**config.mk**
```make
export PLATFORM = sky130hd
export DESIGN_NAME = ccd_ram
export DESIGN_NICKNAME = d
export VERILOG_FILES = /design/src/hdl/ccd_ram.sv
export SDC_FILE = /design/constraint.sdc
export NUM_CORES = 1
export LEC_CHECK = 0
export CAP_MARGIN = 20
export CORE_UTILIZATION = 65
export DETAILED_ROUTE_END_ITERATION = 7
export DONT_BUFFER_PORTS = 1
export PLACE_DENSITY = 0.92
export SETUP_SLACK_MARGIN = 0.5
export SLEW_MARGIN = 20
export SYNTH_ARGS = -nofsm -noshare
export SYNTH_HDL_FRONTEND = slang
export SYNTH_SLANG_ARGS = --single-unit
```
**constraint.sdc**
```tcl
create_clock -name clk_i -period 5 [get_ports clk_i]
set_clock_uncertainty 0.1 [all_clocks]
set_input_delay 0.75 -clock clk_i [delete_from_list [all_inputs] [get_ports clk_i]]
set_output_delay 0.75 -clock clk_i [all_outputs]
set_load 0.01 [all_outputs]
```
**src/hdl/ccd_ram.sv**
```systemverilog
`default_nettype none
// ----------------------------------------------------------------------------
// ccd_ram
// Generic single-write, single-read RAM with registered read data.
// ----------------------------------------------------------------------------
module ccd_ram #(
  parameter int WIDTH = 8,
  parameter int DEPTH = 16
) (
  input  wire logic                     clk_i,
  input  wire logic                     we_i,
  input  wire logic [$clog2(DEPTH)-1:0] waddr_i,
  input  wire logic [WIDTH-1:0]         wdata_i,
  input  wire logic                     re_i,
  input  wire logic [$clog2(DEPTH)-1:0] raddr_i,
  output logic      [WIDTH-1:0]         rdata_o
);

  logic [WIDTH-1:0] mem_q [DEPTH];
  logic [WIDTH-1:0] rdata_q;

  // write port
  always_ff @(posedge clk_i) begin
    if (we_i) begin
      mem_q[waddr_i] <= wdata_i;
    end
  end

  // registered read port
  always_ff @(posedge clk_i) begin
    if (re_i) begin
      rdata_q <= mem_q[raddr_i];
    end
  end

  assign rdata_o = rdata_q;

endmodule
`default_nettype wire

```
# Word-level counts from Yosys, hierarchy flattened
# Memory sizes are Yosys's and may differ from the RTL's. A register that Yosys moved wholly into a read port is not among the register bits.
# Cells that the tools add are included.
# W data, S select, Z words.
# classes
muxes,2
# ops
operator,n
$mux W1,2
# word_totals
regBits,0
ram_bits,128
input_bits,19
wordCells,3
n_memories,1
# mem_list
name,depth,word_bits,read_ports,rd_clocked_by_memory_dff,wr,line_no,rtl
mem_q,16,8,1,1,1,19,logic [WIDTH-1:0] mem_q [DEPTH];

# Logic depth before layout (Yosys ltp)
# depth
word_depth,2
ltp_mapped,5
mapped_depth_nobuf,3

# Worst setup path after synthesis
# OpenSTA, ideal clock, no wires.
# synth_path
path_type,input to register
start,input waddr_i[2]
end,memory mem_q[0][0] (enable)
arrival_time_ps,1860
t_required_ps,4517
slack_ps,2657
stages,2
n_path_buf,0
path_cell_list,or3b_2 > nor3_1
# synth_lines
element,line_no,rtl
"start, declared",12,"input wire logic [$clog2(DEPTH)-1:0] waddr_i,"
"end, declared",19,
# No word-level cell before the write port.

# Final worst setup path
# layout_path
start,input waddr_i[2]
end,memory mem_q[2][7] (enable)
# No word-level cell before the write port.

==> results.toml <==
[run]
maxCapViolCount = 0

[detailed_routing]
route.detailed.drc = 0
via_count = 2433
wl_mm = 10.3
wl_per_cell_um = 29.0
drt_first_iter_violations = 210
viasPerCell = 6.85
antenna_violating_nets_post_route = 0
firstDrtPassIters = 4

[synth]
synth.yosys.seq_area_share_pct = 78.1
synth.lib_cells_used.distinct = 18
synth_area_per_cell_um2 = 22.8
number_of_register_bits_inferred_by_synthesis = 136
syn-num-nets = 248
synthesis.instances = 229
synth-warning-count = 0
synth.cell_area_mm2 = 0.00523

[clocking]
postCtsSetupRepairBufs = 0
tritoncts_clock_tree = "done"
cts.clk_slew.worst_paths_ns = 0.06
cts-root-to-sink-buffers = 2
cts_max_level = 4
cts-hold-fix-buffers = 0
clk_latency_ns = 0.52
cts_repair_resize_count = 0
num_clock_sinks = 136
cts_root_cell = "clkbuf_8"
cts_inserted_buffers = 17

[critical_path]
crit_fanout = 8
path_buf_inv = 0
timing.critical_path.from_type = "input port"
path_class = "input port to flop"
critical_path_required_ns = 5.04
worst_ep_arrival_time_ns = 1.96
crit_path_top_delay_cell = "nor2_1"
cell_type_group_with_the_largest_total_delay_on_the_critical_path = "simple AND/OR/NAND/NOR gates"
crit_path_max_incr_delay_ns = 0.70
path_cells = "or3b_2 -> nor2_1"
crit_path_end_kind = "flop"

[placed_design]
portBuffers = 0
place.detailed.instances = 323
hpwlAfterDp_mm = 5.41
routabilityCongestion = 0.756

[timing]
grt_setup_unrepaired = "false"
timing_max_transition_violations_final = 0
timing.final.crit_share_pct = 38.4
finalWorstPathRequiredPeriod_ns = 1.92
report.final.setup_viol = 0
final_report_hold_violation_count = 0
tns_ns = 0
max_freq_mhz = 521
tightest_slew_ns = 1.06
relSlewSlack_pct = 28.9

[cells_and_area]
final_nets = 259
proportion_of_layout_cells_with_a_drive_suffix_above_1_pct = 21.7
filler_cell_count = 403
finish.cell_count_without_fillers = 355
commonest_cells_after_routing_fill_and_taps_aside = "136 x edfxtp_1, 18 x mux4_2, 16 x a22oi_1, 16 x clkbuf_16, 14 x mux4_1"
num_antenna_cells = 0
area_growth_syn_to_fin_pct = 13.0
layout.cells.most_common = "edfxtp_1"

[die]
dieHeight_um = 91.7
die_width_um = 91.7
row_count = 32
core_area_mm2 = 0.00777
io_pins = 27
dieArea_mm2 = 0.00841
start_util_pct = 67.3

[global_routing]
gr-total-overflow = 0
largest_net_degree_at_the_start_of_global_routing = 33
antenna_found_initial = 0
vias_in_the_first_global_route = 2442
gr-usage-all-layers_pct = 27.1
first_pass_grt_wire_length_mm = 14.9

[power_and_ir_drop]
cellInternalPower_uw = 2130
sequentialPowerShare_pct = 48.9
peakVddDrop_mv = 0.503
p_per_area_mw_per_mm2 = 449
fraction_of_power_consumed_by_the_clock_network_pct = 48.5
comb_power_share_pct = 2.6
p_sw_share_pct = 19.6
static-leakage-power_uw = 0.00191
power.net_switching_uw = 519

[worst_hold_path]
hold_removal_path_class = "input port to flop"

[run_status]
run_status = "finished, final reports clean"
state kept, by name, summed over array words and instances (netlist names):
register / count
rdata_o: 8
mem_q: 128
synthesized netlist by cell type (all sizes together):
library cell,n,area [um^2]
nand3,1,5.00
mux4,32,773
clkdlybuf4s25,3,30.0
edfxtp,136,4080
nor2,13,48.8
and2b,1,7.51
or3b,1,8.76
a22oi,16,120
nor2b,1,6.26
nand2b,2,12.5
nor3,4,20.0
and2,1,6.26
nand3b,2,15.0
buf,7,56.3
nand2,9,33.8
final timing paths:
kind,start,endpoint,slack [ns],depth (start not counted)
max,waddr_i[2],mem_q[2][7],3.08,2
min,wdata_i[5],mem_q[7][5],0.22,0
max reg2reg,mem_q[10][1],rdata_o[1],3.28,3
min reg2reg,mem_q[15][2],rdata_o[2],0.67,3
area by class of cell:
class / count / area, um^2 / area share (%)
sequential: 136 / 4080 / 69.1
multi-input combinational: 83 / 1070 / 18.1
clock buffer: 17 / 414 / 7.01
clock inverter: 15 / 201 / 3.41
tap: 102 / 128 / 2.16
timing repair buffer: 2 / 15.0 / 0.254
power groups by stage:
stage,clock network (uW),registers [uW],logic (uW)
floorplan,0,1320,64.8
global placement,0,1320,64.7
global route,1340,1300,73.2
finish,1290,1300,69.1
detailed placement,0,1320,66.3
CTS,1290,1300,68.9
per-layer routing:
layer / global-route usage, % / vias up / wire length, um
met5: 0 / - / 0
met4: 11.0 / 0 / 245
met3: 8.71 / 21 / 914
met2: 42.4 / 135 / 5160
met1: 36.0 / 1277 / 3990
li1: - / 1000 / -
through the flow:
stage / utilization [%] / hold slack (ns) / power (uW) / instance area (um^2) / setup slack (ns)
after floorplan: - / 0.605 / 1380 / 5230 / 2.66
after CTS: 76.0 / 0.203 / 2660 / 5900 / 2.93
after detailed placement: 68.0 / 0.642 / 1390 / 5280 / 2.41
after global placement: 68.0 / 0.629 / 1380 / 5280 / 2.45
final: 76.1 / 0.218 / 2650 / 5910 / 3.08
after global routing: 76.1 / 0.195 / 2710 / 5910 / 3.13
cell families (layout without fill, tap and decap cells):
kind of cell / after synthesis / after routing / share of synthesized area, %
multiplexers: 32 / 32 / 14.8
buffers and inverters: 10 / 34 / 1.65
AND/OR/NAND/NOR: 35 / 35 / 3.14
AO/OA/AOI/OAI: 16 / 16 / 2.30
flip-flops: 136 / 136 / 78.1
Power figures use the tool's default switching activity.
