### src/hdl/ccd_pkg.sv
`default_nettype none
// ----------------------------------------------------------------------------
// ccd_pkg
// Shared types and constants of the click and double-click detector: field
// widths, event codes, table row layout and controller/datapath interfaces.
// ----------------------------------------------------------------------------
package ccd_pkg;

  // table and position sizing
  localparam int CODE_COUNT = 512;
  localparam int POS_BITS   = 13;
  localparam int ADDR_W     = $clog2(CODE_COUNT);

  // fixed field widths
  localparam int CODE_W    = 9;
  localparam int MOD_W     = 4;
  localparam int TS_W      = 32;
  localparam int WIN_W     = 16;
  localparam int CFG_IDX_W = 3;

  // squared distance widths
  localparam int SQ_W  = 2 * POS_BITS;
  localparam int SUM_W = SQ_W + 1;

  // result queue
  localparam int RES_DEPTH = 2;
  localparam int CNT_W     = $clog2(RES_DEPTH + 1);

  // event kind of an input item
  typedef enum logic [1:0] {
    MODE_PRESS   = 2'd0,
    MODE_RELEASE = 2'd1,
    MODE_REPEAT  = 2'd2
  } mode_e;

  // kind of a result item
  typedef enum logic [1:0] {
    EV_KEY_DOWN    = 2'd0,
    EV_KEY_RELEASE = 2'd1,
    EV_CLICK       = 2'd2,
    EV_DOUBLE      = 2'd3
  } kind_e;

  // configuration register indexes
  typedef enum logic [CFG_IDX_W-1:0] {
    CFG_ENABLE     = 3'd0,
    CFG_KEY_WIN    = 3'd1,
    CFG_MOUSE_WIN  = 3'd2,
    CFG_DBL_WIN    = 3'd3,
    CFG_RADIUS_SQ  = 3'd4
  } cfg_idx_e;

  // controller states
  typedef enum logic [1:0] {
    ST_CLEAR = 2'd0,
    ST_IDLE  = 2'd1,
    ST_EVAL  = 2'd2
  } state_e;

  // one row of the per-code table
  typedef struct packed {
    logic [TS_W-1:0] press_time;
    logic [TS_W-1:0] release_time;
    logic            rel_valid;
  } row_t;

  localparam int ROW_W = $bits(row_t);

  // one result item
  typedef struct packed {
    kind_e             kind;
    logic [CODE_W-1:0] code;
    logic [MOD_W-1:0]  mods;
    logic              last;
  } result_t;

  // controller to datapath
  typedef struct packed {
    logic clr_wr;   // write a zero row at the clear address and advance
    logic accept;   // capture input item, read its row, square distances
    logic eval;     // evaluate, write row back, queue results
  } ctrl_cmd_t;

  // datapath to controller
  typedef struct packed {
    logic clr_last; // clear address is at the final row
    logic room;     // result queue can take this item's results
  } ctrl_st_t;

endpackage
`default_nettype wire

### src/hdl/ccd_ctrl.sv
`default_nettype none
// ----------------------------------------------------------------------------
// ccd_ctrl
// Controller: clears the table after reset, then takes one input item at a
// time through a read step and an evaluate/write-back step.
// ----------------------------------------------------------------------------
module ccd_ctrl (
  input  wire logic                clk_i,
  input  wire logic                rst_ni,
  input  wire logic                in_valid_i,
  output logic                     in_ready_o,
  input  wire ccd_pkg::ctrl_st_t   st_i,
  output ccd_pkg::ctrl_cmd_t       cmd_o
);
  import ccd_pkg::*;

  state_e state_q, state_d;

  // state register
  always_ff @(posedge clk_i or negedge rst_ni) begin
    if (!rst_ni) begin
      state_q <= ST_CLEAR;
    end else begin
      state_q <= state_d;
    end
  end

  // next state
  always_comb begin
    state_d = state_q;
    case (state_q)
      ST_CLEAR: begin
        if (st_i.clr_last) state_d = ST_IDLE;
      end
      ST_IDLE: begin
        if (in_valid_i) state_d = ST_EVAL;
      end
      ST_EVAL: begin
        if (st_i.room) state_d = ST_IDLE;
      end
      default: state_d = ST_CLEAR;
    endcase
  end

  // outputs
  always_comb begin
    cmd_o      = '0;
    in_ready_o = 1'b0;
    case (state_q)
      ST_CLEAR: begin
        cmd_o.clr_wr = 1'b1;
      end
      ST_IDLE: begin
        in_ready_o   = 1'b1;
        cmd_o.accept = in_valid_i;
      end
      ST_EVAL: begin
        cmd_o.eval = st_i.room;
      end
      default: begin
        cmd_o = '0;
      end
    endcase
  end

endmodule
`default_nettype wire

### config.mk
export PLATFORM = sky130hd
export DESIGN_NAME = ccd_ctrl
export DESIGN_NICKNAME = d
export VERILOG_FILES = /design/src/hdl/ccd_pkg.sv /design/src/hdl/ccd_ctrl.sv
export SDC_FILE = /design/constraint.sdc
export NUM_CORES = 1
export LEC_CHECK = 0
export ABC_AREA = 1
export BUFFER_PORTS_ARGS = -buffer_cell sky130_fd_sc_hd__buf_2
export CAP_MARGIN = 20
export CORE_AREA = 10 10 47 49
export DETAILED_ROUTE_END_ITERATION = 8
export DIE_AREA = 0 0 57 59
export GPL_TIMING_DRIVEN = 0
export HOLD_SLACK_MARGIN = 0.08
export SYNTH_ARGS = -nofsm -noshare
export SYNTH_HDL_FRONTEND = slang
export SYNTH_SLANG_ARGS = --single-unit
### constraint.sdc
create_clock -name clk_i -period 1.3 [get_ports clk_i]
set_clock_uncertainty 0.15 [all_clocks]
set_input_delay 0.195 -clock clk_i [delete_from_list [all_inputs] [get_ports clk_i]]
set_output_delay 0.195 -clock clk_i [all_outputs]
set_load 0.005 [all_outputs]
# == Word level (Yosys, flattened, before mapping) ==
# Cells that the tools add are included.
# word_totals
register_bits,2
input_bits,5
out_inout_bits,4
word_cells,16
# op_classes
n_eq_ne,5
mux,8
n_reduce_logical,2
# ops
operator,count
$mux W2,3
$ne A2 B2 Y1 const B,3
$pmux W2 S3,1
$mux W1,4
$reduce_and A3 Y1,1
$eq A2 B1 Y1 const B,1
$eq A2 B2 Y1 const B,1
$logic_not A2 Y1,1

# == Depth between registers and ports, before layout ==
# logic_depth
word_depth,3
ltp_mapped,4
ltp_nobuf,4

# == Worst setup path before layout ==
# OpenSTA, ideal clock, no wires.
# synth_timing
path_type,reg-to-output
start,reg state_q[1]
end,out cmd_o[1] (netlist bit)
arrival_time_ns,0.636
t_required_ns,0.955
slack_ns,0.319
path_stages_with_launch,4
path_buffers,0
cell_sequence,dfrtp_1 inv_1 nand2_1 nor2_1
# synth_lines
element,line,text
from (decl),ccd_ctrl.sv:17,"state_e state_q, state_d;"
from (signal assigned),ccd_ctrl.sv:24,state_q <= state_d;
to (decl),ccd_ctrl.sv:13,output ccd_pkg::ctrl_cmd_t cmd_o

==> results by group <==
Clock network
  – Num CTS Buffers: 3
  – Clock Latency Late Sink: 230 ps
  – CTS tree: done
  – H-tree levels: 1
  – Clock transition at path regs: 30 ps
  – CTS max path bufs: 2
  – CTS root buf: clkbuf_4
  – CTS sink cnt: 2

STA
  – FMAX: 0.773 GHz
  – Max-slew violations: 0
  – Fin crit share: 99.5%
  – Max transition margin: 89.9%
  – Final Setup Violations: 0
  – RSZ-0062 raised after global routing: yes
  – Slew at the pin with the worst max-slew slack: 152 ps
  – Final hold violations: 0
  – Period minus WS final: 1290 ps

Synthesis
  – Synth warn: 0
  – Synthesized area: 120 sq um
  – Mapped Cells: 18
  – Sequential fraction of the synthesis area: 41.7%
  – Mean Syn Cell Area: 6.67 sq um
  – Syn_nets: 23
  – Post-synth cell types: 9
  – Synth Register Bits: 2

Layout
  – Final Cell Area: ~250 sq um
  – Nets: 39
  – Area added between synthesis and finish: 107%
  – Layout cells sized above 1: between 50% and 60%
  – Post-Route Utilization: 17.8%
  – Largest regs: state_q x2
  – Largest register FFs: 2
  – Most flops, register: state_q
  – Most common cell after layout, fill and taps aside: buf_2
  – Most frequent cells in the layout: 8 x buf_2, 5 x inv_1, 3 x clkbuf_4
  – Number of antenna cells inserted: 0

Placement
  – Area post-placement: 180 sq um
  – Routability cong.: approximately 0.57
  – Buffers added on ports: 8
  – Hpwl dp: 299 um

Die
  – Die width: 57 um
  – Ports: 9
  – CORE AREA: 1400 sq um
  – Die footprint: 3360 sq um
  – Die height: 59 um
  – FP Rows: 14
  – Initial Utilization: 8.57%

Drt
  – Vias: 166
  – Drt first pass iters: 1
  – WL final: 405 um
  – Initial DRC count: 0
  – Final ANT Viol Nets: 0
  – # DRC: 0
  – Via density: roughly 3.5
  – DR WL/cell: 8.44 um

Worst setup path
  – CP cell instances: inv_2, nand2_4, nor2_2, buf_2
  – CP Buf/Inv Count: 2
  – Critical path's top delay family: flip-flops
  – Critical Path RT: 950 ps
  – Critical Path Fanout Max: 3
  – Critical path type: flop to output port
  – CP Launch Type: flop
  – Max stage delay on crit path: 380 ps
  – Slowest CP cell: dfrtp_1
  – WP data arrival: about 950 ps
  – Endpoint type of the worst setup path: output port

Job
  – Max-cap check violation count: 0

Power and ir drop
  – Power density over the cells: 2270 nW/um^2
  – Worst vdd ir: approximately 0.00042 V
  – LEAKAGE: approximately 0.14 nW

GRT
  – Largest net degree at the start of global routing: 5
  – GR Util All Layers: 3.03%
  – First-pass GRT wire length: 669 um
  – Initial antenna violation count: 0
  – Gr ovfl total: 0
  – Vias in the first global route: 177

Status
  – Status: finished clean

Hold path
  – HP Class: primary input to asynchronous set/reset pin
[logic make-up (layout without fill, tap and decap cells)]
family	after synthesis	in the layout	synth area share [%]
buffers and inverters	6	20	18.7
AND/OR/NAND/NOR	9	9	35.4
AO/OA/AOI/OAI	1	1	4.16
flip-flops	2	2	41.7
[power breakdown]
group / total (W) / switching (W) / internal, W
Combinational: 0.000280 / 0.000138 / 0.000142
Clock: 0.000141 / 0.0000392 / 0.000102
Sequential: 0.000143 / 0.0000463 / 0.0000967
Total: 0.000565 / 0.000224 / 0.000341
[layout make-up]
type | instances | area, sq um
Fill cell | 166 | 1150
Multi-Input combinational cell | 10 | 67.6
Timing Repair Buffer | 11 | 65.1
Sequential cell | 2 | 51.3
Clock buffer | 3 | 22.5
Inverter | 6 | 22.5
Tap cell | 16 | 20.0
[stage by stage]
step	cells	total power, W	setup slack [ps]	TNS, ps	hold slack (ps)
detailed placement	42	0.000318	173	0	-168
CTS	48	0.000523	2.54	0	124
finish	48	0.000565	6.80	0	128
floorplan	18	0.000234	319	0	-251
global placement	42	0.000314	184	0	-169
global route	48	0.000618	-38.9	-92.0	156
[metal layers]
metal  vias to the layer above  track usage (%)  part of all wire [%]
met3                         2             2.79                    14
met2                        11             2.79                    39
met1                        70             2.50                    43
li1                         83                -                     -
met4                         0             6.04                   4.2
met5                         -                0                     0
[Yosys cell counts, drive strengths merged]
library cell / count / area [sq um]
dfrtp: 2 / 50.1
inv: 6 / 22.5
nand2: 3 / 11.3
nand3: 2 / 10.0
nand4: 1 / 6.26
nor2: 2 / 10.0
nor3: 1 / 5.00
o21ai: 1 / 5.00
[timing repair]
item / in CTS / in global routing
gates cloned: 0 / 0
hold endpoints to repair: 2 / 0
pin swaps: 1 / 0
buffers inserted: 2 / 0
resized for setup: 2 / 5
hold buffers: 1 / 0
endpoints found under the setup margin: 3 / 3
[final timing paths]
kind,from,end,slack [ps],cells after the start
worst max register to register,state_q[0],state_q[0],170,5
min in group clk_i,in_valid_i,state_q[1],140,3
worst min-delay path,rst_ni,state_q[1],130,2
max in group asynchronous,rst_ni,state_q[0],760,2
worst min register to register,state_q[1],state_q[1],460,3
worst max-delay path,state_q[1],cmd_o[1],7,4
No activity file was read; power rests on OpenSTA's default activity.
