## config.mk

```make
export PLATFORM = sky130hd
export DESIGN_NAME = ccd_dp
export DESIGN_NICKNAME = d
export VERILOG_FILES = /design/src/hdl/ccd_pkg.sv /design/src/hdl/ccd_dp.sv
export SDC_FILE = /design/constraint.sdc
export NUM_CORES = 1
export LEC_CHECK = 0
export BUFFER_PORTS_ARGS = -buffer_cell sky130_fd_sc_hd__clkbuf_2
export CAP_MARGIN = 30
export CORE_MARGIN = 2
export CORE_UTILIZATION = 45
export CTS_CLUSTER_DIAMETER = 40
export CTS_CLUSTER_SIZE = 40
export DETAILED_ROUTE_END_ITERATION = 10
export HOLD_SLACK_MARGIN = 0.06
export PLACE_DENSITY = 0.66
export SLEW_MARGIN = 20
export SYNTH_ARGS = -nofsm -noshare
export SYNTH_HDL_FRONTEND = slang
export SYNTH_SLANG_ARGS = --single-unit
```

## constraint.sdc

```tcl
create_clock -name clk_i -period 11.6 [get_ports clk_i]
set_clock_uncertainty 0.2 [all_clocks]
set_input_delay 3.48 -clock clk_i [delete_from_list [all_inputs] [get_ports clk_i]]
set_output_delay 3.48 -clock clk_i [all_outputs]
set_load 0.05 [all_outputs]
```

## src/hdl/ccd_pkg.sv

```systemverilog
`default_nettype none
// ----------------------------------------------------------------------------
// ccd_pkg
// Shared types and constants of the click and double-click detector: field
// widths, event codes, table row layout and controller/datapath interfaces.
// ----------------------------------------------------------------------------
package ccd_pkg;

  // table and position sizing
  localparam int CODE_COUNT = 512;
  localparam int POS_BITS   = 13;
  localparam int ADDR_W     = $clog2(CODE_COUNT);

  // fixed field widths
  localparam int CODE_W    = 9;
  localparam int MOD_W     = 4;
  localparam int TS_W      = 32;
  localparam int WIN_W     = 16;
  localparam int CFG_IDX_W = 3;

  // squared distance widths
  localparam int SQ_W  = 2 * POS_BITS;
  localparam int SUM_W = SQ_W + 1;

  // result queue
  localparam int RES_DEPTH = 2;
  localparam int CNT_W     = $clog2(RES_DEPTH + 1);

  // event kind of an input item
  typedef enum logic [1:0] {
    MODE_PRESS   = 2'd0,
    MODE_RELEASE = 2'd1,
    MODE_REPEAT  = 2'd2
  } mode_e;

  // kind of a result item
  typedef enum logic [1:0] {
    EV_KEY_DOWN    = 2'd0,
    EV_KEY_RELEASE = 2'd1,
    EV_CLICK       = 2'd2,
    EV_DOUBLE      = 2'd3
  } kind_e;

  // configuration register indexes
  typedef enum logic [CFG_IDX_W-1:0] {
    CFG_ENABLE     = 3'd0,
    CFG_KEY_WIN    = 3'd1,
    CFG_MOUSE_WIN  = 3'd2,
    CFG_DBL_WIN    = 3'd3,
    CFG_RADIUS_SQ  = 3'd4
  } cfg_idx_e;

  // controller states
  typedef enum logic [1:0] {
    ST_CLEAR = 2'd0,
    ST_IDLE  = 2'd1,
    ST_EVAL  = 2'd2
  } state_e;

  // one row of the per-code table
  typedef struct packed {
    logic [TS_W-1:0] press_time;
    logic [TS_W-1:0] release_time;
    logic            rel_valid;
  } row_t;

  localparam int ROW_W = $bits(row_t);

  // one result item
  typedef struct packed {
    kind_e             kind;
    logic [CODE_W-1:0] code;
    logic [MOD_W-1:0]  mods;
    logic              last;
  } result_t;

  // controller to datapath
  typedef struct packed {
    logic clr_wr;   // write a zero row at the clear address and advance
    logic accept;   // capture input item, read its row, square distances
    logic eval;     // evaluate, write row back, queue results
  } ctrl_cmd_t;

  // datapath to controller
  typedef struct packed {
    logic clr_last; // clear address is at the final row
    logic room;     // result queue can take this item's results
  } ctrl_st_t;

endpackage
`default_nettype wire

```

## src/hdl/ccd_dp.sv

```systemverilog
`default_nettype none
// ----------------------------------------------------------------------------
// ccd_dp
// Datapath: configuration registers, captured input item, cursor distance
// squares, click/double-click evaluation, table write-back, last click
// position and a two-entry result queue.
// ----------------------------------------------------------------------------
module ccd_dp (
  input  wire logic                              clk_i,
  input  wire logic                              rst_ni,
  // command and status
  input  wire ccd_pkg::ctrl_cmd_t                cmd_i,
  output ccd_pkg::ctrl_st_t                      st_o,
  // input item
  input  wire logic [1:0]                        mode_i,
  input  wire logic                              from_mouse_i,
  input  wire logic [ccd_pkg::CODE_W-1:0]        code_i,
  input  wire logic [ccd_pkg::MOD_W-1:0]         modifier_bits_i,
  input  wire logic [ccd_pkg::TS_W-1:0]          timestamp_i,
  input  wire logic [ccd_pkg::POS_BITS-1:0]      cursor_x_i,
  input  wire logic [ccd_pkg::POS_BITS-1:0]      cursor_y_i,
  // configuration writes
  input  wire logic                              cfg_valid_i,
  input  wire logic [ccd_pkg::CFG_IDX_W-1:0]     cfg_index_i,
  input  wire logic [ccd_pkg::WIN_W-1:0]         cfg_data_i,
  // table memory
  output logic                                   ram_we_o,
  output logic      [ccd_pkg::ADDR_W-1:0]        ram_waddr_o,
  output logic      [ccd_pkg::ROW_W-1:0]         ram_wdata_o,
  output logic                                   ram_re_o,
  output logic      [ccd_pkg::ADDR_W-1:0]        ram_raddr_o,
  input  wire logic [ccd_pkg::ROW_W-1:0]         ram_rdata_i,
  // result channel
  output logic                                   out_valid_o,
  input  wire logic                              out_ready_i,
  output ccd_pkg::result_t                       out_res_o
);
  import ccd_pkg::*;

  // configuration registers
  logic             en_q;
  logic [WIN_W-1:0] key_win_q;
  logic [WIN_W-1:0] mouse_win_q;
  logic [WIN_W-1:0] dbl_win_q;
  logic [WIN_W-1:0] radius_q;

  // captured item
  logic [1:0]          mode_q;
  logic                mouse_q;
  logic [CODE_W-1:0]   code_q;
  logic [MOD_W-1:0]    mods_q;
  logic [TS_W-1:0]     ts_q;
  logic [POS_BITS-1:0] cx_q;
  logic [POS_BITS-1:0] cy_q;
  logic [SQ_W-1:0]     sqx_q;
  logic [SQ_W-1:0]     sqy_q;

  // last click position and clear address
  logic [POS_BITS-1:0] pos_x_q;
  logic [POS_BITS-1:0] pos_y_q;
  logic [ADDR_W-1:0]   clr_cnt_q;

  // result queue
  result_t          ent_q [RES_DEPTH];
  logic             head_q;
  logic [CNT_W-1:0] cnt_q;
  logic [CNT_W-1:0] cnt_d;

  // evaluation signals
  logic [POS_BITS-1:0] dx_abs, dy_abs;
  row_t                row_rd, row_wr;
  logic [TS_W-1:0]     held, gap, win;
  logic [SUM_W-1:0]    dist_sq;
  logic                in_range, near, dbl, we_eval;
  logic [CNT_W-1:0]    n_res;
  result_t             res0, res1;
  logic                pop, push;
  logic                wslot0;

  // configuration writes
  always_ff @(posedge clk_i or negedge rst_ni) begin
    if (!rst_ni) begin
      en_q        <= 1'b0;
      key_win_q   <= WIN_W'(200);
      mouse_win_q <= WIN_W'(150);
      dbl_win_q   <= WIN_W'(250);
      radius_q    <= WIN_W'(5);
    end else if (cfg_valid_i) begin
      case (cfg_index_i)
        CFG_ENABLE:    en_q        <= cfg_data_i[0];
        CFG_KEY_WIN:   key_win_q   <= cfg_data_i;
        CFG_MOUSE_WIN: mouse_win_q <= cfg_data_i;
        CFG_DBL_WIN:   dbl_win_q   <= cfg_data_i;
        CFG_RADIUS_SQ: radius_q    <= cfg_data_i;
        default: ;
      endcase
    end
  end

  // distance to last click, per axis
  assign dx_abs = (cursor_x_i >= pos_x_q) ? cursor_x_i - pos_x_q : pos_x_q - cursor_x_i;
  assign dy_abs = (cursor_y_i >= pos_y_q) ? cursor_y_i - pos_y_q : pos_y_q - cursor_y_i;

  // capture item and squares on a transfer
  always_ff @(posedge clk_i) begin
    if (cmd_i.accept) begin
      mode_q  <= mode_i;
      mouse_q <= from_mouse_i;
      code_q  <= code_i;
      mods_q  <= modifier_bits_i;
      ts_q    <= timestamp_i;
      cx_q    <= cursor_x_i;
      cy_q    <= cursor_y_i;
      sqx_q   <= SQ_W'(dx_abs) * SQ_W'(dx_abs);
      sqy_q   <= SQ_W'(dy_abs) * SQ_W'(dy_abs);
    end
  end

  // evaluation of the captured item against its table row
  assign row_rd   = row_t'(ram_rdata_i);
  assign in_range = int'(code_q) < CODE_COUNT;
  assign held     = ts_q - row_rd.press_time;
  assign gap      = ts_q - row_rd.release_time;
  assign win      = TS_W'(mouse_q ? mouse_win_q : key_win_q);
  assign dist_sq  = SUM_W'(sqx_q) + SUM_W'(sqy_q);
  assign near     = dist_sq < SUM_W'(radius_q);
  assign dbl      = row_rd.rel_valid && (gap < TS_W'(dbl_win_q)) && (!mouse_q || near);

  always_comb begin
    n_res   = '0;
    res0    = '0;
    res1    = '0;
    row_wr  = row_rd;
    we_eval = 1'b0;
    res0.code = code_q;
    res1.code = code_q;
    if (en_q && in_range) begin
      case (mode_q)
        MODE_PRESS: begin
          row_wr.press_time = ts_q;
          we_eval   = 1'b1;
          n_res     = CNT_W'(1);
          res0.kind = EV_KEY_DOWN;
          res0.mods = mods_q;
          res0.last = 1'b1;
        end
        MODE_REPEAT: begin
          if (!mouse_q) begin
            n_res     = CNT_W'(1);
            res0.kind = EV_KEY_DOWN;
            res0.mods = mods_q;
            res0.last = 1'b1;
          end
        end
        MODE_RELEASE: begin
          we_eval   = 1'b1;
          res0.kind = EV_KEY_RELEASE;
          if (held >= win) begin
            // press too long: no click
            n_res               = CNT_W'(1);
            res0.last           = 1'b1;
            row_wr.release_time = ts_q;
            row_wr.rel_valid    = 1'b1;
          end else begin
            n_res     = CNT_W'(2);
            res1.last = 1'b1;
            if (dbl) begin
              res1.kind        = EV_DOUBLE;
              row_wr.rel_valid = 1'b0;
            end else begin
              res1.kind           = EV_CLICK;
              row_wr.release_time = ts_q;
              row_wr.rel_valid    = 1'b1;
            end
          end
        end
        default: ;
      endcase
    end
  end

  // last mouse click position
  always_ff @(posedge clk_i or negedge rst_ni) begin
    if (!rst_ni) begin
      pos_x_q <= '0;
      pos_y_q <= '0;
    end else if (cmd_i.eval && mouse_q && (n_res == CNT_W'(2)) && !dbl) begin
      pos_x_q <= cx_q;
      pos_y_q <= cy_q;
    end
  end

  // clear address after reset
  always_ff @(posedge clk_i or negedge rst_ni) begin
    if (!rst_ni) begin
      clr_cnt_q <= '0;
    end else if (cmd_i.clr_wr) begin
      clr_cnt_q <= clr_cnt_q + ADDR_W'(1);
    end
  end

  // table memory ports
  assign ram_re_o    = cmd_i.accept;
  assign ram_raddr_o = ADDR_W'(code_i);
  assign ram_we_o    = cmd_i.clr_wr | (cmd_i.eval & we_eval);
  assign ram_waddr_o = cmd_i.clr_wr ? clr_cnt_q : ADDR_W'(code_q);
  assign ram_wdata_o = cmd_i.clr_wr ? '0 : ROW_W'(row_wr);

  // result queue: one or two pushed at once, one popped per transfer
  assign out_valid_o = (cnt_q != '0);
  assign pop         = out_valid_o & out_ready_i;
  assign push        = cmd_i.eval & (n_res != '0);
  assign wslot0      = head_q ^ cnt_q[0];
  assign cnt_d       = cnt_q + (cmd_i.eval ? n_res : '0) - CNT_W'(pop);
  assign out_res_o   = ent_q[head_q];

  always_ff @(posedge clk_i or negedge rst_ni) begin
    if (!rst_ni) begin
      head_q <= 1'b0;
      cnt_q  <= '0;
    end else begin
      head_q <= head_q ^ pop;
      cnt_q  <= cnt_d;
    end
  end

  always_ff @(posedge clk_i) begin
    if (push) begin
      ent_q[wslot0] <= res0;
      if (n_res == CNT_W'(2)) begin
        ent_q[~wslot0] <= res1;
      end
    end
  end

  // status
  assign st_o.clr_last = (clr_cnt_q == ADDR_W'(CODE_COUNT - 1));
  assign st_o.room     = ({1'b0, cnt_q} + {1'b0, n_res}) <= (CNT_W + 1)'(RES_DEPTH);

endmodule
`default_nettype wire
```

# Yosys cells after proc, flatten, opt, wreduce, memory -nomap -nowiden
# Memories as Yosys holds them, arrays and structs flattened.
# Index checks and enable logic that the tools add are counted.
[word_totals]
reg_bits = 229
mem_bits_rw = 32
inputBits = 165
out_inout_bits = 104
elab_cells = 109
mem_count = 1
[classes]
add_sub_neg = 11
multipliers = 2
magnitude_cmp = 6
eq_ne = 8
mux = 37
bitwise_logic = 7
reduce_logical = 18
[memory_table]
columns = ["name", "depth", "word_bits", "read_ports", "rd_ports_with_merged_regs", "wr", "line", "rtl"]
rows = [
  ["ent_q", 2, 16, 1, 0, 2, "ccd_dp.sv:64", "result_t ent_q [RES_DEPTH];"],
]
[op_table]
columns = ["op", "count"]
rows = [
  ["65-bit 2-to-1 mux", 2],
  ["33-bit 2-to-1 mux", 2],
  ["32-bit 2-to-1 mux", 2],
  ["32-bit subtractor", 2],
  ["13-bit by 13-bit multiplier with 26-bit output", 2],
  ["13-bit subtractor", 4],
  ["32-bit by 16-bit greater-or-equal comparator with 1-bit output", 1],
  ["32-bit by 16-bit < comparator with 1-bit output", 1],
  ["26-bit by 26-bit adder with 27-bit output", 1],
  ["27-bit by 16-bit < comparator with 1-bit output", 1],
  ["13-bit greater-or-equal comparator", 2],
  ["13-bit 2-to-1 mux", 2],
  ["1-bit 2-to-1 mux", 16],
  ["16-bit 2-to-1 mux", 1],
  ["2-bit 2-to-1 mux", 6],
  ["5-bit 2-to-1 mux", 2],
  ["2-bit AND reduction", 5],
  ["9-bit by 1-bit adder with 9-bit output (second input constant)", 1],
  ["9-bit equality test (second input constant)", 1],
  ["9-bit 2-to-1 mux", 1],
  ["4-bit one-hot mux with 2 select lines", 1],
  ["3-bit by 2-bit equality test with 1-bit output (second input constant)", 2],
  ["2-bit one-hot mux with 3 select lines", 1],
  ["1-bit logical AND", 5],
  ["19 further kinds", 25],
]

# Depth between registers and ports, before layout
# Gate-level depths: netlist of the first run.
[depth]
ltp_word = 9
mapped_depth = 38

# Worst setup path after synthesis of the first run
# Ideal clock, no wire load.
[synth_path]
path_type = "input-to-output"
from = "input port ram_rdata_i[34] (netlist bit)"
to = "output port ram_wdata_o[25] (netlist bit)"
t_arrival_ps = 9178
t_required_ps = 7920
path_slack_ps = -1258
path_stages = 22
path_buffers = 2
path_cell_list = "inv_1 -> ha_1 -> nor2b_1 -> o31a_1 -> o41a_1 -> o31a_1 -> a221oi_1 -> nor2b_1 -> nor2_1 -> xnor2_1 -> ha_1 -> o21ai_0 -> o22ai_1 -> nor3_1 -> nand3_1 -> a211oi_1 -> o2111ai_1 -> a2111oi_0 -> o2111ai_1 -> buf_2 -> clkbuf_1 -> o311ai_0"
[synth_via]
elab_chain_len = 6
[synth_rtl]
columns = ["element", "line", "rtl"]
rows = [
  ["start: declaration", "ccd_dp.sv:32", "input wire logic [ccd_pkg::ROW_W-1:0] ram_rdata_i,"],
  ["32-bit subtractor", "ccd_dp.sv:122", "assign held = ts_q - row_rd.press_time;"],
  ["32-bit by 16-bit greater-or-equal comparator with 1-bit output", "ccd_dp.sv:158", "if (held >= win) begin"],
  ["33-bit 2-to-1 mux", "ccd_dp.sv:158", ""],
  ["33-bit 2-to-1 mux", "ccd_dp.sv:138", "case (mode_q)"],
  ["65-bit 2-to-1 mux", "ccd_dp.sv:137", "if (en_q && in_range) begin"],
  ["65-bit 2-to-1 mux", "ccd_dp.sv:207", "assign ram_wdata_o = cmd_i.clr_wr ? '0 : ROW_W'(row_wr);"],
  ["end: declaration", "ccd_dp.sv:29", "output logic [ccd_pkg::ROW_W-1:0] ram_wdata_o,"],
]
# No other way between the ends.

# Final worst setup path of the first run
[layout_path]
from = "input port ram_rdata_i[34] (netlist bit)"
to = "output port ram_wdata_o[3] (netlist bit)"
# The elaborated chain is that of the path after synthesis.

==> results of run 1 <==
## where the power goes
part	internal, W	switching, W
sequential	0.00160	0.000134
clock	0.000864	0.000563
combinational	0.00425	0.00499
total	0.00671	0.00569
## worst min-delay path by stage
stage,endpoint,slack (ns)
6_report,pos_y_q[1],0.25
5_1_grt,pos_y_q[1],0.28
4_1_cts,pos_y_q[1],0.25
3_5_place_dp,pos_x_q[2],0.25
3_3_place_gp,pos_y_q[11],0.24
2_1_floorplan,pos_x_q[0],0.24
## registers in the layout (all words and copies together) (netlist names), 16 cells and up
name         count
dbl_win_q       16
radius_q        16
key_win_q       16
sqy_q           25
sqx_q           25
mouse_win_q     16
ts_q            32
ent_q           32
## final cells by class
type | count | area (um2)
sequential | 259 | 7200
tap | 846 | 1060
inverter | 535 | 2020
clock inverter | 32 | 393
antenna | 2 | 5.00
timing repair buffer | 570 | 4420
clock buffer | 58 | 1280
fill | 5452 | 26800
multi-input combinational | 2255 | 19800
## critical path, stage by stage
cell,delay [ns]
sky130_fd_sc_hd__clkbuf_16,0.14
sky130_fd_sc_hd__inv_12,0.05
sky130_fd_sc_hd__ha_4,0.18
sky130_fd_sc_hd__nor2b_4,0.12
sky130_fd_sc_hd__o31a_1,0.26
sky130_fd_sc_hd__o41a_1,0.35
sky130_fd_sc_hd__o31a_1,0.33
sky130_fd_sc_hd__a221oi_2,0.25
sky130_fd_sc_hd__nor2b_1,0.07
sky130_fd_sc_hd__nor2_1,0.11
sky130_fd_sc_hd__xnor2_1,0.08
sky130_fd_sc_hd__ha_1,0.31
sky130_fd_sc_hd__o21ai_1,0.10
sky130_fd_sc_hd__o22ai_1,0.09
sky130_fd_sc_hd__nor3_1,0.15
sky130_fd_sc_hd__nand3_1,0.13
sky130_fd_sc_hd__a211oi_2,0.25
sky130_fd_sc_hd__o2111ai_2,0.15
sky130_fd_sc_hd__a2111oi_2,0.30
sky130_fd_sc_hd__buf_4,0.17
sky130_fd_sc_hd__o2111ai_4,0.19
sky130_fd_sc_hd__buf_4,0.21
sky130_fd_sc_hd__buf_6,0.13
sky130_fd_sc_hd__buf_12,0.15
sky130_fd_sc_hd__buf_16,0.16
sky130_fd_sc_hd__a32oi_1,0.24
sky130_fd_sc_hd__o311ai_2,0.22
sky130_fd_sc_hd__buf_12,0.19
## routing by layer
layer | part of all wire [%] | vias to the layer above | global-route usage, %
met5 | 0 | - | 0
met4 | 4.2 | 0 | 9.70
met3 | 5.7 | 167 | 3.34
met2 | 49 | 773 | 40.7
met1 | 41 | 11900 | 30.2
li1 | - | 11800 | -
## cell usage in the layout, fill, tap and decap left out, drive strengths merged, types with 15 or more instances in the layout
cell	instances
a211oi	29
a21o	64
a21oi	168
a31oi	24
a32oi	33
buf	327
clkbuf	300
clkinv	17
dfrtp	88
dfstp	15
edfxtp	148
fa	199
ha	327
inv	546
mux2	110
mux2i	34
nand2	321
nand2b	31
nand3	38
nand4	22
nor2	205
nor2b	31
nor3	48
nor3b	56
o211ai	17
o21a	25
o21ai	107
o311ai	34
xnor2	87
xor2	51
## logic make-up after synthesis
| logic type | Yosys count |
|---|---|
| buffers and inverters | 647 |
| XOR/XNOR | 139 |
| multiplexers | 144 |
| adder cells (fa/ha/maj) | 526 |
| AND/OR/NAND/NOR | 828 |
| flip-flops | 259 |
| AO/OA/AOI/OAI | 618 |
## metrics by stage
stage | cells | total power [W]
6_report | 4557 | 0.0124
5_1_grt | 4557 | 0.0138
4_1_cts | 4542 | 0.0124
3_5_place_dp | 4436 | 0.0109
3_3_place_gp | 4434 | 0.0107
2_1_floorplan | 3161 | 0.00854
## what timing repair did
item / CTS / global route
cloned: 7 / 5
endpoints found under the setup margin: 34 / 38
pin swaps: 11 / 35
resized for setup: 44 / 87
setup buffers: 9 / 10
==> flow_summary.ini, run 1 <==
[route]
first_pass_iters = 6
antenna_violating_nets_post_route = 0
wire_per_inst_um = 17.6
vias = 24700
route.detailed.vias_per_inst = 5.42
route.final.wire_length_um = 80000
dr.first_iter.drc_count = 2037
final_routed_drc_violation_total = 0

[die]
die_h_um = 256
design.die.area_um2 = 65700
fp-row-count = 92
floorplan.initialDensity_pct = 45.5
core_area_um2 = 63000
ioPinCount = 269
die_width_um = 256

[timing]
timing.fmax_mhz = 81.7
unrepaired_setup_endpoints_after_global_routing = yes
setup_violations = 34
fin_worst_hold_slack_ns = 0.248
final_critical_path_setup_slack_ns = -0.642
setup_tns_ns = -17.83
timing.final.max_slew_violations = 0
min_period_over_period_pct = 106
final-hold-violation-count = 0
worst_slew_pin_slew_ns = 1.15
timing.slew.headroom_pct = 23.6
period_minus_slack_ns = 12.24

[global_routing]
overflow = 0
via_count_of_the_first_global_routing_pass = 24200
grt_start_max_net_pins = 81
gr-usage-all-layers_pct = 23.8
antenna_violations_before_repair = 2
grt_first_pass_wirelength_um = 126000

[yosys]
yosys-top-cells-area = sky130_fd_sc_hd__edfxtp_1 (16%), sky130_fd_sc_hd__ha_1 (14%), sky130_fd_sc_hd__fa_1 (14%), sky130_fd_sc_hd__dfrtp_1 (7.7%), sky130_fd_sc_hd__inv_1 (6.9%)
post-synth-top-count-cell = sky130_fd_sc_hd__inv_1
ys_dominant_reg_cell = sky130_fd_sc_hd__edfxtp_1
ff_latch_count_synth = 259
synth_async_sr_flop_share_pct = 39.8
mapped_avg_cell_area_um2 = 9.06
synth.area.mux_share_pct = 5.51
synth.cell_area_um2 = 28600
synth_compound_gate_area_share_pct = 14.6
synth_common_cells = sky130_fd_sc_hd__inv_1 (527), sky130_fd_sc_hd__ha_1 (327), sky130_fd_sc_hd__nand2_1 (321), sky130_fd_sc_hd__nor2_1 (204), sky130_fd_sc_hd__fa_1 (199)
synthCells = 3161
post_synth_and_or_nand_nor_area_fraction_pct = 13.6
combinational_family_with_the_most_area_after_synthesis = adder cells
yosys.area_share.xor_xnor_pct = 4.30
synth_fa_ha_area_share_pct = 28.2
post_synth_num_cell_types = 86
synth_area_leader_cell = sky130_fd_sc_hd__edfxtp_1
synth.yosys.seq_area_share_pct = 25.1
syn-num-nets = 3852
yosysWarnings = 0
synth-edff-count = 148
yosys.area.top_type_share_pct = 15.5

[critical_path]
crit_path_start = ram_rdata_i[34]
worst-endpoint-arrival_ns = 8.56
worstRegToRegCells = 30
path_class = input port to primary output
endpoint = ram_wdata_o[3]
worstReg2RegEnd = sqy_q[24]
critPathRequiredTime_ns = 7.92
crit_path_max_fanout = 11
kind_of_end_point_of_the_critical_path = primary output
cp-start-kind = input port
regToRegSetupSlack_ns = 3.10
rr_startpoint = pos_y_q[1]

[clock_network]
number_of_buffers_added_by_the_clock_tree_synthesis_step = 48
cts.sink_count = 259
htree_levels = 2
clock_insertion_delay_worst_skew_ns = 0.61
clock_path_buffers = 3
cell_at_the_root_of_the_clock_tree = sky130_fd_sc_hd__clkbuf_16
cts-hold-fix-buffers = 0
cts_tree = done
clk_transition_reported_paths_ns = 0.05

[hold_path]
hold_class = flop to flop
timing.hold.worst.start = cy_q[1]
min_delay_path_depth = 1

[status]
run_status = complete, but fails checks
failed_checks = negative setup slack

[layout]
postLayoutCellArea_um2 = 36200
nNetsFinal = 4360
final_layout_size_suffix_gt1_share_pct = 24.0
area.growth.synth_to_final_pct = 26.5
post-route-util_pct = 57.5

[place]
place.detailed.hpwl_um = 61000
dpl_cell_area_um2 = 33400
numPortBuffers = 268
place_worst_setup_slack_ns = -1.09
finalWeightedCongestion = 0.949

[power_and_ir_drop]
power.density_nw_per_um2 = 342
power_leakage_nw = 17.7
ir_drop_mv = 0.645

[flow_run]
max_cap_check_violation_count = 0
(Power assumes the default switching activity.)
==> run 2, diff against run 1 <==
- GPL_TIMING_DRIVEN: not set -> 0
==> run 2 against run 1 <==
Effect of this change: flip-flop and latch count is the same; the flow still finishes with violations (negative setup slack); maximum frequency down 1.7%; largest power group unchanged; total power shrank 1.5%; critical path type unchanged.
==> flow_summary.ini, run 2 (synthesis results as in run 1) <==
[status]
run_status = complete, but fails checks
failed_checks = negative setup slack

[global_routing]
overflow = 0
via_count_of_the_first_global_routing_pass = 24200
gr-usage-all-layers_pct = 24.5
grt_first_pass_wirelength_um = 130000
antenna_violations_before_repair = 2
grt_start_max_net_pins = 86

[layout]
largest_registers = ent_q x32, ts_q x32
stdcell_count = 4467
final_layout_size_suffix_gt1_share_pct = 22.9
nNetsFinal = 4272
mostFrequentLayoutCells = sky130_fd_sc_hd__inv_1 (517), sky130_fd_sc_hd__ha_1 (311), sky130_fd_sc_hd__nand2_1 (304), sky130_fd_sc_hd__clkbuf_2 (231), sky130_fd_sc_hd__nor2_1 (199)
fill_cells = 5361
area.growth.synth_to_final_pct = 26.7
commonest_non_fill_non_tap_cell_in_the_layout = sky130_fd_sc_hd__inv_1

[critical_path]
crit_path_max_fanout = 5
worst-endpoint-arrival_ns = 8.77
kind_of_end_point_of_the_critical_path = primary output
max_stage_delay_ns = 0.44
cp-start-kind = input port
cell_seen_most_often_among_critical_path_stages = sky130_fd_sc_hd__inv_2
path_class = input port to primary output
critPathRequiredTime_ns = 7.92
worst_path_max_delay_cell = sky130_fd_sc_hd__a2111oi_4

[clock_network]
cts_tree = done
clock_insertion_delay_worst_skew_ns = 0.61
number_of_buffers_added_by_the_clock_tree_synthesis_step = 46
cts-hold-fix-buffers = 0
cell_at_the_root_of_the_clock_tree = sky130_fd_sc_hd__clkbuf_16
clock_path_buffers = 3
clk_transition_reported_paths_ns = 0.06
htree_levels = 2
cts.sink_count = 259

[place]
numPortBuffers = 266
place.detailed.hpwl_um = 62300
place_worst_setup_slack_ns = -2.23
placedCellCount = 4279
finalWeightedCongestion = 0.978

[die]
ioPinCount = 269
die_width_um = 256
floorplan.initialDensity_pct = 45.5
design.die.area_um2 = 65700
die_h_um = 256
fp-row-count = 92
core_area_um2 = 63000

[timing]
final_critical_path_setup_slack_ns = -0.848
worst_slew_pin_slew_ns = 1.32
setup_violations = 34
timing.fmax_mhz = 80.3
setup_tns_ns = -24.06
period_minus_slack_ns = 12.45
unrepaired_setup_endpoints_after_global_routing = yes
min_period_over_period_pct = 107
timing.slew.headroom_pct = 11.8
final-hold-violation-count = 0
timing.final.max_slew_violations = 0

[flow_run]
max_cap_check_violation_count = 0

[route]
dr.first_iter.drc_count = 2135
wire_per_inst_um = 19.1
final_routed_drc_violation_total = 0
route.detailed.vias_per_inst = 5.55
route.final.wire_length_um = 85200
vias = 24800
antenna_violating_nets_post_route = 0
first_pass_iters = 5

[power_and_ir_drop]
power_w = 0.0122
ir_drop_mv = 0.564
power_leakage_nw = 17.6
power.density_nw_per_um2 = 336

[hold_path]
hold_class = flop to flop
## run 2: cell types whose count changed in the layout (fill, tap and decap cells not counted), sizes merged
| cell | change |
|---|---|
| dlymetal6s2s | -1 |
| buf | -154 |
| bufinv | +2 |
| clkinv | +2 |
| inv | -1 |
| clkbuf | +62 |
## run 2: area by class of cell
type                    count  area [um2]  area share [%]
flip-flops and latches    259        7200            19.8
plain buffers             104         684            1.89
well taps                 846        1060            2.92
repair buffers            380        2800            7.73
clock buffers              51        1220            3.37
clock inverters            35         434            1.20
inverters                 535        2030            5.60
diodes                      2        5.00          0.0138
multi-input cells        2255       20800            57.4
## run 2: worst paths after layout
check | start | to | slack [ns] | cells past startpoint
setup / recovery | ram_rdata_i[35] | st_o[0] | -0.85 | 28
hold / removal | cx_q[9] | pos_x_q[9] | 0.25 | 1
setup reg to reg | ts_q[1] | cnt_q[1] | 2.49 | 50
hold reg to reg | cx_q[9] | pos_x_q[9] | 0.25 | 1
max in group asynchronous | rst_ni | pos_x_q[10] | 7.93 | 2
min in group asynchronous | rst_ni | clr_cnt_q[8] | 2.55 | 1
## run 2: what timing repair did
action,CTS,global route
gates resized for setup,227,224
cloned,3,7
endpoints found under the setup margin,48,90
pin swaps,47,102
setup buffers,66,43
## run 2: metrics by stage
step / utilization (%) / cell area [um2] / hold slack, ns
after floorplan: - / 29000 / 0.239
after global placement: 49.8 / 31300 / 0.241
after detailed placement: 50.0 / 31500 / 0.250
after CTS: 55.4 / 34900 / 0.260
after global routing: 57.6 / 36300 / 0.279
final: 57.6 / 36300 / 0.255
## run 2: metal layers
layer	GRT usage [%]	wire (um)	vias to the layer above
met5	0	0	-
met2	41.9	41000	919
li1	-	-	11700
met1	31.1	34200	12000
met4	10.5	4550	0
met3	3.37	5390	244
## run 2: critical path: cells and delay by family
family / cells / cell delay [ns]
compound gates: 13 / 2.87
xor+xnor: 1 / 0.10
fa+ha+maj: 4 / 1.16
buf+inv: 8 / 0.85
simple gates: 2 / 0.29
## run 2: power by group
group	switching [W]	internal, W	total, W
sequential	0.000126	0.00160	0.00172
combinational	0.00514	0.00391	0.00904
clock	0.000560	0.000882	0.00144
total	0.00582	0.00639	0.0122
==> run 3, diff against run 2 <==
==> constraint.sdc (replaced) <==
create_clock -name clk_i -period 11.6 [get_ports clk_i]
set_clock_uncertainty 0.2 [all_clocks]
set_input_delay 0.58 -clock clk_i [delete_from_list [all_inputs] [get_ports clk_i]]
set_output_delay 0.58 -clock clk_i [all_outputs]
set_load 0.05 [all_outputs]
==> run 3 against run 2 <==
Effect of this change: the flow now finishes without violations; sequential power barely moved; setup slack improved by 1.7 ns; flip-flop and latch count did not move; largest power group unchanged.
==> flow_summary.ini, run 3 (synthesis results as in run 1) <==
[die]
fp-row-count = 92
ioPinCount = 269
design.die.area_um2 = 65700
die_h_um = 256
floorplan.initialDensity_pct = 45.5
die_width_um = 256
core_area_um2 = 63000

[layout]
fill_cells = 5732
mostFrequentLayoutCells = sky130_fd_sc_hd__inv_1 (527), sky130_fd_sc_hd__ha_1 (327), sky130_fd_sc_hd__nand2_1 (321), sky130_fd_sc_hd__clkbuf_2 (264), sky130_fd_sc_hd__nor2_1 (204)
postLayoutCellArea_um2 = 33600
nNetsFinal = 4253
commonest_non_fill_non_tap_cell_in_the_layout = sky130_fd_sc_hd__inv_1
final_layout_size_suffix_gt1_share_pct = 14.2
area.growth.synth_to_final_pct = 17.4
largest_registers = ent_q x32, ts_q x32

[timing]
timing.final.max_slew_violations = 0
timing.fmax_mhz = 93.2
worst_slew_pin_slew_ns = 1.02
timing.slew.headroom_pct = 31.9
period_minus_slack_ns = 10.73
final-hold-violation-count = 0
unrepaired_setup_endpoints_after_global_routing = no
setup_tns_ns = 0
setup_violations = 0
min_period_over_period_pct = 92.5

[critical_path]
cp-start-kind = input port
worst_path_max_delay_cell = sky130_fd_sc_hd__a311oi_1
max_stage_delay_ns = 0.78
kind_of_end_point_of_the_critical_path = flop
crit_path_max_fanout = 10
path_class = input port to flop
critPathRequiredTime_ns = 11.75
cell_seen_most_often_among_critical_path_stages = sky130_fd_sc_hd__fa_1
worst-endpoint-arrival_ns = 10.88

[route]
final_routed_drc_violation_total = 0
route.detailed.vias_per_inst = 5.40
wire_per_inst_um = 17.8
vias = 24000
first_pass_iters = 6
dr.first_iter.drc_count = 1885
route.final.wire_length_um = 79100
antenna_violating_nets_post_route = 0

[place]
numPortBuffers = 266
dpl_cell_area_um2 = 31100
finalWeightedCongestion = 0.958
place.detailed.hpwl_um = 62700

[clock_network]
cts.sink_count = 259
post-cts-setup-buffer-count = 0
number_of_buffers_added_by_the_clock_tree_synthesis_step = 46
cell_at_the_root_of_the_clock_tree = sky130_fd_sc_hd__clkbuf_16
cts_resized = 0
clock_path_buffers = 3
htree_levels = 2
cts_tree = done
clk_transition_reported_paths_ns = 0.05
clock_insertion_delay_worst_skew_ns = 0.62

[power_and_ir_drop]
power_leakage_nw = 16.0
power.density_nw_per_um2 = 348
ir_drop_mv = 0.574

[status]
run_status = finished clean

[global_routing]
overflow = 0
grt_start_max_net_pins = 80
via_count_of_the_first_global_routing_pass = 23900
antenna_violations_before_repair = 2
gr-usage-all-layers_pct = 24.0
grt_first_pass_wirelength_um = 127000

[flow_run]
max_cap_check_violation_count = 0

[hold_path]
hold_class = input port to flop
[run 3: cell count changes in the layout (fill, tap and decap cells not counted), moves of 32 or more]
| cell | delta |
|---|---|
| sky130_fd_sc_hd__buf_4 | -93 |
| sky130_fd_sc_hd__o311ai_0 | +32 |
| sky130_fd_sc_hd__clkbuf_2 | +33 |
| sky130_fd_sc_hd__a32oi_1 | +32 |
| sky130_fd_sc_hd__dlygate4sd3_1 | +80 |
| sky130_fd_sc_hd__o311ai_4 | -32 |
| sky130_fd_sc_hd__buf_8 | -40 |
[run 3: critical path, delay by kind of cell]
family | cells | cell delay [ns]
adders and majority gates | 7 | 3.27
AOI/OAI and AO/OA | 8 | 2.46
buffers and inverters | 9 | 2.10
and+or+nand+nor | 8 | 1.32
xor gates and xnor gates | 2 | 0.92
muxes | 1 | 0.22
[run 3: path summary, 6_finish.rpt]
| kind | startpoint | end | slack (ns) | cells after the start |
|---|---|---|---|---|
| worst max-delay path | cursor_y_i[8] | sqy_q[25] | 0.87 | 35 |
| worst min-delay path | cfg_data_i[4] | radius_q[4] | 0.09 | 3 |
| worst max register to register | pos_y_q[2] | sqy_q[25] | 1.12 | 33 |
| worst min register to register | cx_q[9] | pos_x_q[9] | 0.26 | 1 |
| max in group asynchronous | rst_ni | mouse_win_q[4] | 10.25 | 3 |
| min in group asynchronous | rst_ni | pos_y_q[2] | 0.23 | 2 |
[run 3: layout make-up]
type	count	area, um2	area share [%]
Tap cell	846	1060	3.15
Sequential cell	259	7200	21.4
Antenna cell	2	5.00	0.0149
Buffer	112	479	1.43
Inverter	535	2010	5.97
Timing Repair Buffer	353	2250	6.69
Clock inverter	36	494	1.47
Clock buffer	50	1180	3.50
Multi-Input combinational cell	2255	19000	56.4
[run 3: stage by stage]
stage	power, W	setup WS (ns)	hold slack, ns	util [%]	instances
floorplan	0.00852	2.74	0.0844	-	3161
global placement	0.0102	1.02	0.241	49.3	4273
detailed placement	0.0103	0.973	0.249	49.5	4279
CTS	0.0118	1.04	0.0632	53.4	4445
global route	0.0131	0.230	0.0849	53.4	4448
finish	0.0117	0.869	0.0882	53.4	4448
[run 3: report_power, final]
part | internal (W) | switching (W) | leakage, nW
registers | 0.00160 | 0.000120 | 2.78
clock network | 0.000880 | 0.000566 | 0.801
logic | 0.00367 | 0.00488 | 12.5
total | 0.00615 | 0.00556 | 16.0
[run 3: repair_timing]
item                                    CTS  global route
endpoints found under the setup margin    0             0
hold buffers                             80             0
endpoints found under the hold margin   172             0
[run 3: routing by layer]
| layer | GRT usage [%] | wire length, um | up-vias | share of wire [%] |
|---|---|---|---|---|
| met5 | 0 | 0 | - | 0 |
| met4 | 9.10 | 3190 | 0 | 4.0 |
| met3 | 3.36 | 4490 | 159 | 5.7 |
| met2 | 41.5 | 38300 | 750 | 48 |
| met1 | 30.5 | 33000 | 11500 | 42 |
| li1 | - | - | 11600 | - |
